$ cat src/hw/rtl/rtls_pkg.sv
// Shared types and codes for the rigid task list scheduler.
package rtls_pkg;

   localparam int TIME_WIDTH  = 32;
   localparam int ID_WIDTH    = 16;
   localparam int COUNT_WIDTH = 7;
   localparam int MASK_WIDTH  = 16;

   localparam logic [1:0] STATUS_PLACED   = 2'd0;
   localparam logic [1:0] STATUS_TOO_MANY = 2'd1;
   localparam logic [1:0] STATUS_OVERFLOW = 2'd2;

   localparam logic [1:0] CLASS_SEARCH = 2'd0;
   localparam logic [1:0] CLASS_ZERO   = 2'd1;
   localparam logic [1:0] CLASS_REJECT = 2'd2;

   typedef struct packed {
      logic                   start_new;
      logic [ID_WIDTH-1:0]    job_id;
      logic [TIME_WIDTH-1:0]  arrival_time;
      logic [COUNT_WIDTH-1:0] cores_needed;
      logic [TIME_WIDTH-1:0]  run_time;
   } req_type;

   typedef struct packed {
      logic [ID_WIDTH-1:0]   result_job_id;
      logic [TIME_WIDTH-1:0] start_time;
      logic [TIME_WIDTH-1:0] finish_time;
      logic [MASK_WIDTH-1:0] core_mask;
      logic [TIME_WIDTH-1:0] makespan;
      logic [1:0]            status;
   } rsp_type;

   typedef struct packed {
      req_type                job;
      logic [1:0]             job_class;
      logic [COUNT_WIDTH-1:0] act;
   } task_type;

endpackage

$ cat src/hw/rtl/rtls_front.sv
// Front end: holds the active core count and classifies each incoming job.
module rtls_front import rtls_pkg::*; #(
   parameter int NUM_CORES = 16
) (
   input  logic     clock,
   input  logic     reset,
   input  logic     csr_we,
   input  logic [4:0] csr_wdata,
   input  logic     req_valid,
   output logic     req_ready,
   input  req_type  req_data,
   output logic     push_valid,
   input  logic     push_ready,
   output task_type push_data
);

   logic [4:0]             active_ff;
   logic [4:0]             active_in;
   logic [COUNT_WIDTH-1:0] active_ext;
   logic [COUNT_WIDTH-1:0] act;

   assign active_in  = csr_we ? csr_wdata : active_ff;
   assign active_ext = {2'b00, active_ff};
   assign act = (active_ext > COUNT_WIDTH'(NUM_CORES)) ? COUNT_WIDTH'(NUM_CORES) : active_ext;

   always_ff @(posedge clock) begin
      if (reset) begin
         active_ff <= 5'd16;
      end else begin
         active_ff <= active_in;
      end
   end

   always_comb begin
      push_data.job = req_data;
      push_data.act = act;
      if (req_data.cores_needed > act) begin
         push_data.job_class = CLASS_REJECT;
      end else if (req_data.cores_needed == '0) begin
         push_data.job_class = CLASS_ZERO;
      end else begin
         push_data.job_class = CLASS_SEARCH;
      end
   end

   assign push_valid = req_valid;
   assign req_ready  = push_ready;

endmodule

$ cat src/hw/rtl/rtls_queue.sv
// Two-entry queue of classified jobs between the front end and the engine.
module rtls_queue import rtls_pkg::*; (
   input  logic     clock,
   input  logic     reset,
   input  logic     push_valid,
   output logic     push_ready,
   input  task_type push_data,
   output logic     pop_valid,
   input  logic     pop_ready,
   output task_type pop_data
);

   task_type   entry_ff [2];
   logic       wr_ptr_ff;
   logic       wr_ptr_in;
   logic       rd_ptr_ff;
   logic       rd_ptr_in;
   logic [1:0] count_ff;
   logic [1:0] count_in;
   logic       push;
   logic       pop;

   assign push_ready = (count_ff != 2'd2);
   assign pop_valid  = (count_ff != 2'd0);
   assign pop_data   = entry_ff[rd_ptr_ff];
   assign push       = push_valid && push_ready;
   assign pop        = pop_valid && pop_ready;

   always_comb begin
      wr_ptr_in = push ? ~wr_ptr_ff : wr_ptr_ff;
      rd_ptr_in = pop ? ~rd_ptr_ff : rd_ptr_ff;
      count_in  = count_ff + {1'b0, push} - {1'b0, pop};
   end

   always_ff @(posedge clock) begin
      if (reset) begin
         wr_ptr_ff <= 1'b0;
         rd_ptr_ff <= 1'b0;
         count_ff  <= 2'd0;
      end else begin
         wr_ptr_ff <= wr_ptr_in;
         rd_ptr_ff <= rd_ptr_in;
         count_ff  <= count_in;
      end
   end

   always_ff @(posedge clock) begin
      if (push) begin
         entry_ff[wr_ptr_ff] <= push_data;
      end
   end

endmodule

$ cat src/hw/rtl/rtls_back.sv
// Placement engine: core free times, start search, core allocation and result register.
module rtls_back import rtls_pkg::*; #(
   parameter int NUM_CORES = 16
) (
   input  logic     clock,
   input  logic     reset,
   input  logic     pop_valid,
   output logic     pop_ready,
   input  task_type pop_data,
   output logic     rsp_valid,
   input  logic     rsp_ready,
   output rsp_type  rsp_data
);

   localparam int IDX_W = (NUM_CORES > 1) ? $clog2(NUM_CORES) : 1;

   localparam logic [2:0] ST_IDLE   = 3'd0;
   localparam logic [2:0] ST_SEARCH = 3'd1;
   localparam logic [2:0] ST_CHECK  = 3'd2;
   localparam logic [2:0] ST_ALLOC  = 3'd3;
   localparam logic [2:0] ST_FINISH = 3'd4;

   logic [2:0]             state_ff,  state_in;
   task_type               job_ff,    job_in;
   logic [IDX_W-1:0]       k_ff,      k_in;
   logic [COUNT_WIDTH-1:0] left_ff,   left_in;
   logic                   found_ff,  found_in;
   logic [TIME_WIDTH-1:0]  start_ff,  start_in;
   logic [TIME_WIDTH-1:0]  finish_ff, finish_in;
   logic [1:0]             status_ff, status_in;
   logic [NUM_CORES-1:0]   mask_ff,   mask_in;
   logic [TIME_WIDTH-1:0]  free_ff [NUM_CORES];
   logic [TIME_WIDTH-1:0]  free_in [NUM_CORES];
   logic [TIME_WIDTH-1:0]  ms_ff,     ms_in;
   rsp_type                rsp_ff,    rsp_in;
   logic                   rsp_valid_ff, rsp_valid_in;

   logic [TIME_WIDTH-1:0]  cur_free;
   logic [TIME_WIDTH-1:0]  cand;
   logic [COUNT_WIDTH-1:0] free_cnt;
   logic [TIME_WIDTH:0]    sum;
   logic [TIME_WIDTH-1:0]  placed_ms;
   logic                   k_last;
   logic                   take;

   assign rsp_valid = rsp_valid_ff;
   assign rsp_data  = rsp_ff;

   always_comb begin
      state_in     = state_ff;
      job_in       = job_ff;
      k_in         = k_ff;
      left_in      = left_ff;
      found_in     = found_ff;
      start_in     = start_ff;
      finish_in    = finish_ff;
      status_in    = status_ff;
      mask_in      = mask_ff;
      free_in      = free_ff;
      ms_in        = ms_ff;
      rsp_in       = rsp_ff;
      rsp_valid_in = rsp_valid_ff && !rsp_ready;
      pop_ready    = 1'b0;

      cur_free = free_ff[k_ff];
      cand = (cur_free > job_ff.job.arrival_time) ? cur_free : job_ff.job.arrival_time;
      // Active cores that are free by the candidate start time.
      free_cnt = '0;
      for (int j = 0; j < NUM_CORES; j++) begin
         if ((COUNT_WIDTH'(j) < job_ff.act) && (free_ff[j] <= cand)) begin
            free_cnt = free_cnt + COUNT_WIDTH'(1);
         end
      end
      sum       = {1'b0, start_ff} + {1'b0, job_ff.job.run_time};
      placed_ms = (finish_ff > ms_ff) ? finish_ff : ms_ff;
      k_last    = ((COUNT_WIDTH'(k_ff) + COUNT_WIDTH'(1)) == job_ff.act);
      take      = (cur_free <= start_ff);

      case (state_ff)
         ST_IDLE: begin
            pop_ready = 1'b1;
            if (pop_valid) begin
               job_in    = pop_data;
               k_in      = '0;
               left_in   = pop_data.job.cores_needed;
               found_in  = 1'b0;
               start_in  = '0;
               finish_in = '0;
               mask_in   = '0;
               status_in = STATUS_PLACED;
               // The clear applies even when the job itself is then rejected.
               if (pop_data.job.start_new) begin
                  for (int j = 0; j < NUM_CORES; j++) begin
                     free_in[j] = '0;
                  end
                  ms_in = '0;
               end
               case (pop_data.job_class)
                  CLASS_REJECT: begin
                     status_in = STATUS_TOO_MANY;
                     state_in  = ST_FINISH;
                  end
                  CLASS_ZERO: begin
                     start_in = pop_data.job.arrival_time;
                     state_in = ST_CHECK;
                  end
                  default: begin
                     state_in = ST_SEARCH;
                  end
               endcase
            end
         end
         ST_SEARCH: begin
            if ((free_cnt >= job_ff.job.cores_needed) && (!found_ff || (cand < start_ff))) begin
               start_in = cand;
               found_in = 1'b1;
            end
            if (k_last) begin
               state_in = ST_CHECK;
            end else begin
               k_in = k_ff + IDX_W'(1);
            end
         end
         ST_CHECK: begin
            if (sum[TIME_WIDTH]) begin
               status_in = STATUS_OVERFLOW;
               state_in  = ST_FINISH;
            end else begin
               finish_in = sum[TIME_WIDTH-1:0];
               k_in      = '0;
               if (job_ff.job.cores_needed == '0) begin
                  state_in = ST_FINISH;
               end else begin
                  state_in = ST_ALLOC;
               end
            end
         end
         ST_ALLOC: begin
            // Lowest-numbered free cores are taken until enough are held.
            if (take) begin
               free_in[k_ff] = finish_ff;
               mask_in[k_ff] = 1'b1;
               left_in       = left_ff - COUNT_WIDTH'(1);
            end
            if (k_last || (take && (left_ff == COUNT_WIDTH'(1)))) begin
               state_in = ST_FINISH;
            end else begin
               k_in = k_ff + IDX_W'(1);
            end
         end
         ST_FINISH: begin
            if (!rsp_valid_ff || rsp_ready) begin
               rsp_valid_in         = 1'b1;
               rsp_in.result_job_id = job_ff.job.job_id;
               rsp_in.start_time    = start_ff;
               rsp_in.finish_time   = finish_ff;
               rsp_in.core_mask     = MASK_WIDTH'(mask_ff);
               rsp_in.status        = status_ff;
               if (status_ff == STATUS_PLACED) begin
                  ms_in           = placed_ms;
                  rsp_in.makespan = placed_ms;
               end else begin
                  rsp_in.makespan = ms_ff;
               end
               state_in = ST_IDLE;
            end
         end
         default: begin
            state_in = ST_IDLE;
         end
      endcase
   end

   always_ff @(posedge clock) begin
      if (reset) begin
         state_ff     <= ST_IDLE;
         rsp_valid_ff <= 1'b0;
         ms_ff        <= '0;
         for (int j = 0; j < NUM_CORES; j++) begin
            free_ff[j] <= '0;
         end
      end else begin
         state_ff     <= state_in;
         rsp_valid_ff <= rsp_valid_in;
         ms_ff        <= ms_in;
         free_ff      <= free_in;
      end
   end

   always_ff @(posedge clock) begin
      job_ff    <= job_in;
      k_ff      <= k_in;
      left_ff   <= left_in;
      found_ff  <= found_in;
      start_ff  <= start_in;
      finish_ff <= finish_in;
      status_ff <= status_in;
      mask_ff   <= mask_in;
      rsp_ff    <= rsp_in;
   end

endmodule

$ cat src/hw/rtl/rigid_task_list_scheduler.sv
// Top level of the rigid task list scheduler: front end, job queue and placement engine.
//
//   channel  direction  handshake            payload
//   req      in         req_valid/req_ready  req_data  (rtls_pkg::req_type)
//   rsp      out        rsp_valid/rsp_ready  rsp_data  (rtls_pkg::rsp_type)
//   csr      in         csr_we               csr_wdata (active core count)
//
// The engine handles one item at a time. A rejected item goes from idle to the finish state,
// a zero-core item through the check state, and any other item through the start search
// of each active core, the check and an allocation scan that ends after the last core taken.
// Reset is synchronous; it clears all core free times, the makespan and the active count to 16.
// A two-entry queue lets items be accepted while the engine works or a result waits to be taken.
module rigid_task_list_scheduler import rtls_pkg::*; #(
   parameter int NUM_CORES = 16
) (
   input  logic       clock,
   input  logic       reset,
   input  logic       csr_we,
   input  logic [4:0] csr_wdata,
   input  logic       req_valid,
   output logic       req_ready,
   input  req_type    req_data,
   output logic       rsp_valid,
   input  logic       rsp_ready,
   output rsp_type    rsp_data
);

   logic     push_valid;
   logic     push_ready;
   task_type push_data;
   logic     pop_valid;
   logic     pop_ready;
   task_type pop_data;

   rtls_front #(
      .NUM_CORES (NUM_CORES)
   ) u_front (
      .clock      (clock),
      .reset      (reset),
      .csr_we     (csr_we),
      .csr_wdata  (csr_wdata),
      .req_valid  (req_valid),
      .req_ready  (req_ready),
      .req_data   (req_data),
      .push_valid (push_valid),
      .push_ready (push_ready),
      .push_data  (push_data)
   );

   rtls_queue u_queue (
      .clock      (clock),
      .reset      (reset),
      .push_valid (push_valid),
      .push_ready (push_ready),
      .push_data  (push_data),
      .pop_valid  (pop_valid),
      .pop_ready  (pop_ready),
      .pop_data   (pop_data)
   );

   rtls_back #(
      .NUM_CORES (NUM_CORES)
   ) u_back (
      .clock     (clock),
      .reset     (reset),
      .pop_valid (pop_valid),
      .pop_ready (pop_ready),
      .pop_data  (pop_data),
      .rsp_valid (rsp_valid),
      .rsp_ready (rsp_ready),
      .rsp_data  (rsp_data)
   );

endmodule
$ cat config.mk
export PLATFORM = sky130hd
export DESIGN_NAME = rigid_task_list_scheduler
export DESIGN_NICKNAME = d
export VERILOG_FILES = /design/src/hw/rtl/rtls_pkg.sv /design/src/hw/rtl/rtls_front.sv /design/src/hw/rtl/rtls_queue.sv /design/src/hw/rtl/rtls_back.sv /design/src/hw/rtl/rigid_task_list_scheduler.sv
export SDC_FILE = /design/constraint.sdc
export NUM_CORES = 2
export LEC_CHECK = 0
export BUFFER_PORTS_ARGS = -buffer_cell sky130_fd_sc_hd__buf_2
export CORE_MARGIN = 1
export CORE_UTILIZATION = 25
export DETAILED_ROUTE_END_ITERATION = 16
export PLACE_DENSITY_LB_ADDON = 0.15
export SLEW_MARGIN = 20
export SYNTH_ARGS = -nofsm -noshare
export SYNTH_HDL_FRONTEND = slang
export SYNTH_SLANG_ARGS = --single-unit
$ cat constraint.sdc
create_clock -name clock -period 30.8 [get_ports clock]
set_input_delay 0 -clock clock [delete_from_list [all_inputs] [get_ports clock]]
set_output_delay 0 -clock clock [all_outputs]
set_load 0.01 [all_outputs]
==> flow_metrics.py <==
metrics = {
    "setup_path": {
        "cp_common_cell": "ha_1",
        "reg2reg_to": "u_back.start_ff[24]",
        "rr_startpoint": "u_back.k_ff[0]",
        "reg2reg_slack_ns": 10.48,
        "r2r_cells": 76,
        "critPathRequiredTime_ns": 31.19,
        "cp-start-kind": "register",
        "worstSetupEndpointType": "register",
        "critical_path_class": "reg2reg",
        "cpPeakStageDelay_ns": 0.85,
        "crit_fanout": 39,
        "cp-startpoint": "u_back.k_ff[0]",
        "crit_slowest_cell": "edfxtp_1",
        "worstPathArrival_ns": 20.72,
    },
    "cells_and_area": {
        "n_fill_cell": 24400,
        "layout.cells.most_common": "ha_1",
        "multiInputGateArea_um2": 31700,
        "fin_cells": 9163,
        "nets": 6679,
        "drive_gt1_share_pct": 16.4,
        "regArea_um2": 26400,
        "area_growth_pct": 19.4,
        "final_cell_mix": "ha_1, nor2_1, dfxtp_1, a22oi_1, edfxtp_1",
    },
    "placement": {
        "gp_congestion": 0.926,
        "dpl.hpwl_um": 185000,
        "port_buffers": 229,
        "dp_cells": 8730,
    },
    "yosys": {
        "yosysUniqueCellTypes": 116,
        "synth_seq_area_share_pct": 44.0,
        "syn_area_um2": 59900,
        "ys_seq_elements": 1064,
        "netlist_instances": 5541,
        "syn_avg_cell_area_um2": 10.8,
        "yosys_warnings": 0,
        "synth-edff-count": 506,
        "ys.flop_type": "dfxtp_1",
        "async_reset_ff_share_pct": 0,
        "syn_nets": 6333,
    },
    "routing": {
        "totalWireLength_um": 261000,
        "wl_per_cell_um": 28.5,
        "firstDrtPassIters": 12,
        "drc": 16,
        "num_vias": 48100,
        "drt-initial-drc-count": 4692,
        "ant_nets": 0,
        "viasPerCell": 5.25,
    },
    "timing": {
        "min_period_over_period_pct": 66.0,
        "final_hold_viol_count": 0,
        "tns_ns": 0,
        "skew_ns": 0.0734,
        "drv_slew": 0,
        "setup_violations": 0,
        "fin_crit_ns": 20.32,
        "timing.fmax_ghz": 0.0492,
        "slew_headroom_pct": 13.9,
        "rsz0062_at_grt": "false",
        "tightest_slew_ns": 1.29,
    },
    "pwr": {
        "internal_power_w": 0.00503,
        "seqPwrFrac_pct": 21.0,
        "p_comb_share_pct": 62.6,
        "ir_drop_uv": 403,
        "clkPwrFrac_pct": 16.4,
        "p_total_w": 0.00966,
        "p_leak_nw": 28.4,
        "swShare_pct": 47.9,
        "p_sw_w": 0.00463,
        "powerDensity_nw_per_um2": 135,
    },
    "global_route": {
        "grt_pass1_wl_um": 365000,
        "overflow": 0,
        "antenna_found_initial": 15,
        "grt_pass1_vias": 45600,
        "grtUsageTotal_pct": 21.1,
        "grt_max_degree": 140,
    },
    "hold_path": {
        "hold_path_class": "in2reg",
        "min_to": "u_front.active_ff[4]",
        "holdCritStartpoint": "csr_we",
        "hold_depth": 3,
    },
    "floorplanning": {
        "core-area_um2": 238000,
        "die_height_um": 492,
        "io_pins": 230,
        "die-area_um2": 242000,
        "die_x_um": 492,
        "rows": 179,
        "initial_core_util_pct": 25.2,
    },
    "outcome": {
        "status": "finished, violations left",
        "violations": "DRC",
    },
    "clock_tree": {
        "cts_tree": "done",
        "clock-sinks": 1064,
        "post_cts_resized": 0,
        "cts_root_buf": "clkbuf_16",
        "path_clk_slew_ns": 0.06,
        "cts_made_buffers": 121,
        "clk_latency_ns": 0.79,
        "h-tree-depth": 3,
        "clockBufferDepth": 3,
    },
    "flow_run": {
        "drv_cap": 0,
    },
}
## layer usage
metal	part of all wire (%)	wire, um	vias up	global-route usage (%)
li1	-	-	21700	-
met5	0.016	41	-	0
met3	6.6	17400	325	3.42
met2	43	113000	1786	31.9
met4	3.3	8590	6	6.26
met1	47	122000	24300	30.4
## worst max path at each step
stage	cells after the start	slack [ns]	to
after floorplan	83	12.66	u_back.found_ff
after global routing	79	9.29	u_back.start_ff[18]
after detailed placement	79	10.73	u_back.start_ff[12]
after CTS	79	10.62	u_back.start_ff[30]
after global placement	79	10.87	u_back.start_ff[12]
final	76	10.48	u_back.start_ff[24]
## stage by stage
step | area (um2) | worst slack [ns] | hold slack (ns) | util, %
2_1_floorplan | 59900 | 12.66 | 0.0989 | -
3_3_place_gp | 65100 | 10.87 | 0.189 | 27.4
3_5_place_dp | 65200 | 10.73 | 0.191 | 27.4
4_1_cts | 71500 | 10.62 | 0.0320 | 30.0
5_1_grt | 71500 | 9.29 | 0.0753 | 30.0
6_report | 71500 | 10.48 | 0.0757 | 30.0
## synthesized netlist by cell type (8+ instances only)
| master | n | share of area, % |
|---|---|---|
| a21o_1 | 129 | 1.6 |
| mux2_2 | 130 | 2.4 |
| nand2b_1 | 67 | 0.70 |
| nand3_1 | 84 | 0.70 |
| nor3b_1 | 8 | 0.10 |
| nor2_1 | 692 | 4.3 |
| and4_1 | 15 | 0.22 |
| clkbuf_1 | 312 | 2.0 |
| and3_1 | 37 | 0.39 |
| a21oi_1 | 216 | 1.8 |
| inv_1 | 232 | 1.5 |
| a22oi_1 | 547 | 6.9 |
| ha_1 | 693 | 14 |
| nor4_1 | 31 | 0.32 |
| xnor2_1 | 45 | 0.66 |
| a211o_1 | 14 | 0.20 |
| mux2i_1 | 52 | 0.87 |
| o211ai_1 | 25 | 0.31 |
| o21a_1 | 40 | 0.50 |
| or2_2 | 13 | 0.14 |
| nor2b_1 | 81 | 0.85 |
| o21ai_1 | 19 | 0.16 |
| nand2_1 | 123 | 0.77 |
| nor3_1 | 57 | 0.48 |
| a211oi_1 | 49 | 0.61 |
| and2_1 | 25 | 0.26 |
| o2111ai_1 | 9 | 0.13 |
| mux4_2 | 159 | 6.0 |
| or3_1 | 18 | 0.19 |
| buf_1 | 27 | 0.17 |
| o21ai_0 | 183 | 1.5 |
| a31oi_1 | 16 | 0.17 |
| dfxtp_1 | 558 | 19 |
| xor2_1 | 28 | 0.41 |
| o21bai_1 | 9 | 0.11 |
| edfxtp_1 | 506 | 25 |
| nand4_1 | 119 | 1.2 |
| o31ai_1 | 11 | 0.14 |
## power by group through the flow
stage | clock network [W] | registers [W] | logic, W
2_1_floorplan | 0 | 0.00195 | 0.00424
3_5_place_dp | 0 | 0.00206 | 0.00598
5_1_grt | 0.00167 | 0.00205 | 0.00666
6_report | 0.00158 | 0.00203 | 0.00605
3_3_place_gp | 0 | 0.00207 | 0.00602
4_1_cts | 0.00162 | 0.00203 | 0.00605
## cells by family after synthesis
| family | Yosys count | synth area share, % |
|---|---|---|
| buffers and inverters | 583 | 3.68 |
| DFF | 1064 | 44.0 |
| xor gates and xnor gates | 85 | 1.48 |
| muxes | 342 | 9.31 |
| adders and majority gates | 701 | 14.6 |
| AOI/OAI and AO/OA | 1362 | 15.7 |
| and+or+nand+nor | 1404 | 11.2 |
## worst max-delay path: cells and delay by family (launching register included)
family	cells	cell delay, ns
adder cells (fa/ha/maj)	15	4.37
multiplexers	6	2.43
AND/OR/NAND/NOR	17	3.33
flip-flops	1	0.85
buffers and inverters	11	2.61
AO/OA/AOI/OAI	26	5.82
XOR/XNOR	1	0.17
## state kept, by name, summed over array words and instances, names as in the netlist, named ones only
signal / flops
u_front.active_ff: 5
u_back.job_ff: 92
u_back.mask_ff: 16
u_back.rsp_data: 130
u_back.left_ff: 7
u_back.rsp_valid: 1
u_back.state_ff: 3
u_back.k_ff: 4
u_queue.rd_ptr_ff: 1
u_back.start_ff: 32
u_queue.entry_ff: 190
u_back.ms_ff: 32
u_queue.wr_ptr_ff: 1
u_back.status_ff: 2
u_back.found_ff: 1
u_queue.count_ff: 2
u_back.free_ff: 512
u_back.finish_ff: 32
## cell type report
cell class	count	share of cell area [%]
flip-flops and latches	1064	36.9
clock inverters	64	1.17
well taps	3167	5.54
multi-input cells	3894	44.4
repair buffers	570	5.94
inverters	236	1.25
clock buffers	166	4.87
diodes	2	0.00700
## timing repair
item,4_1_cts,5_1_grt
setup buffers,0,0
hold endpoints to repair,304,0
hold buffers,201,0
(Power assumes the default switching activity.)
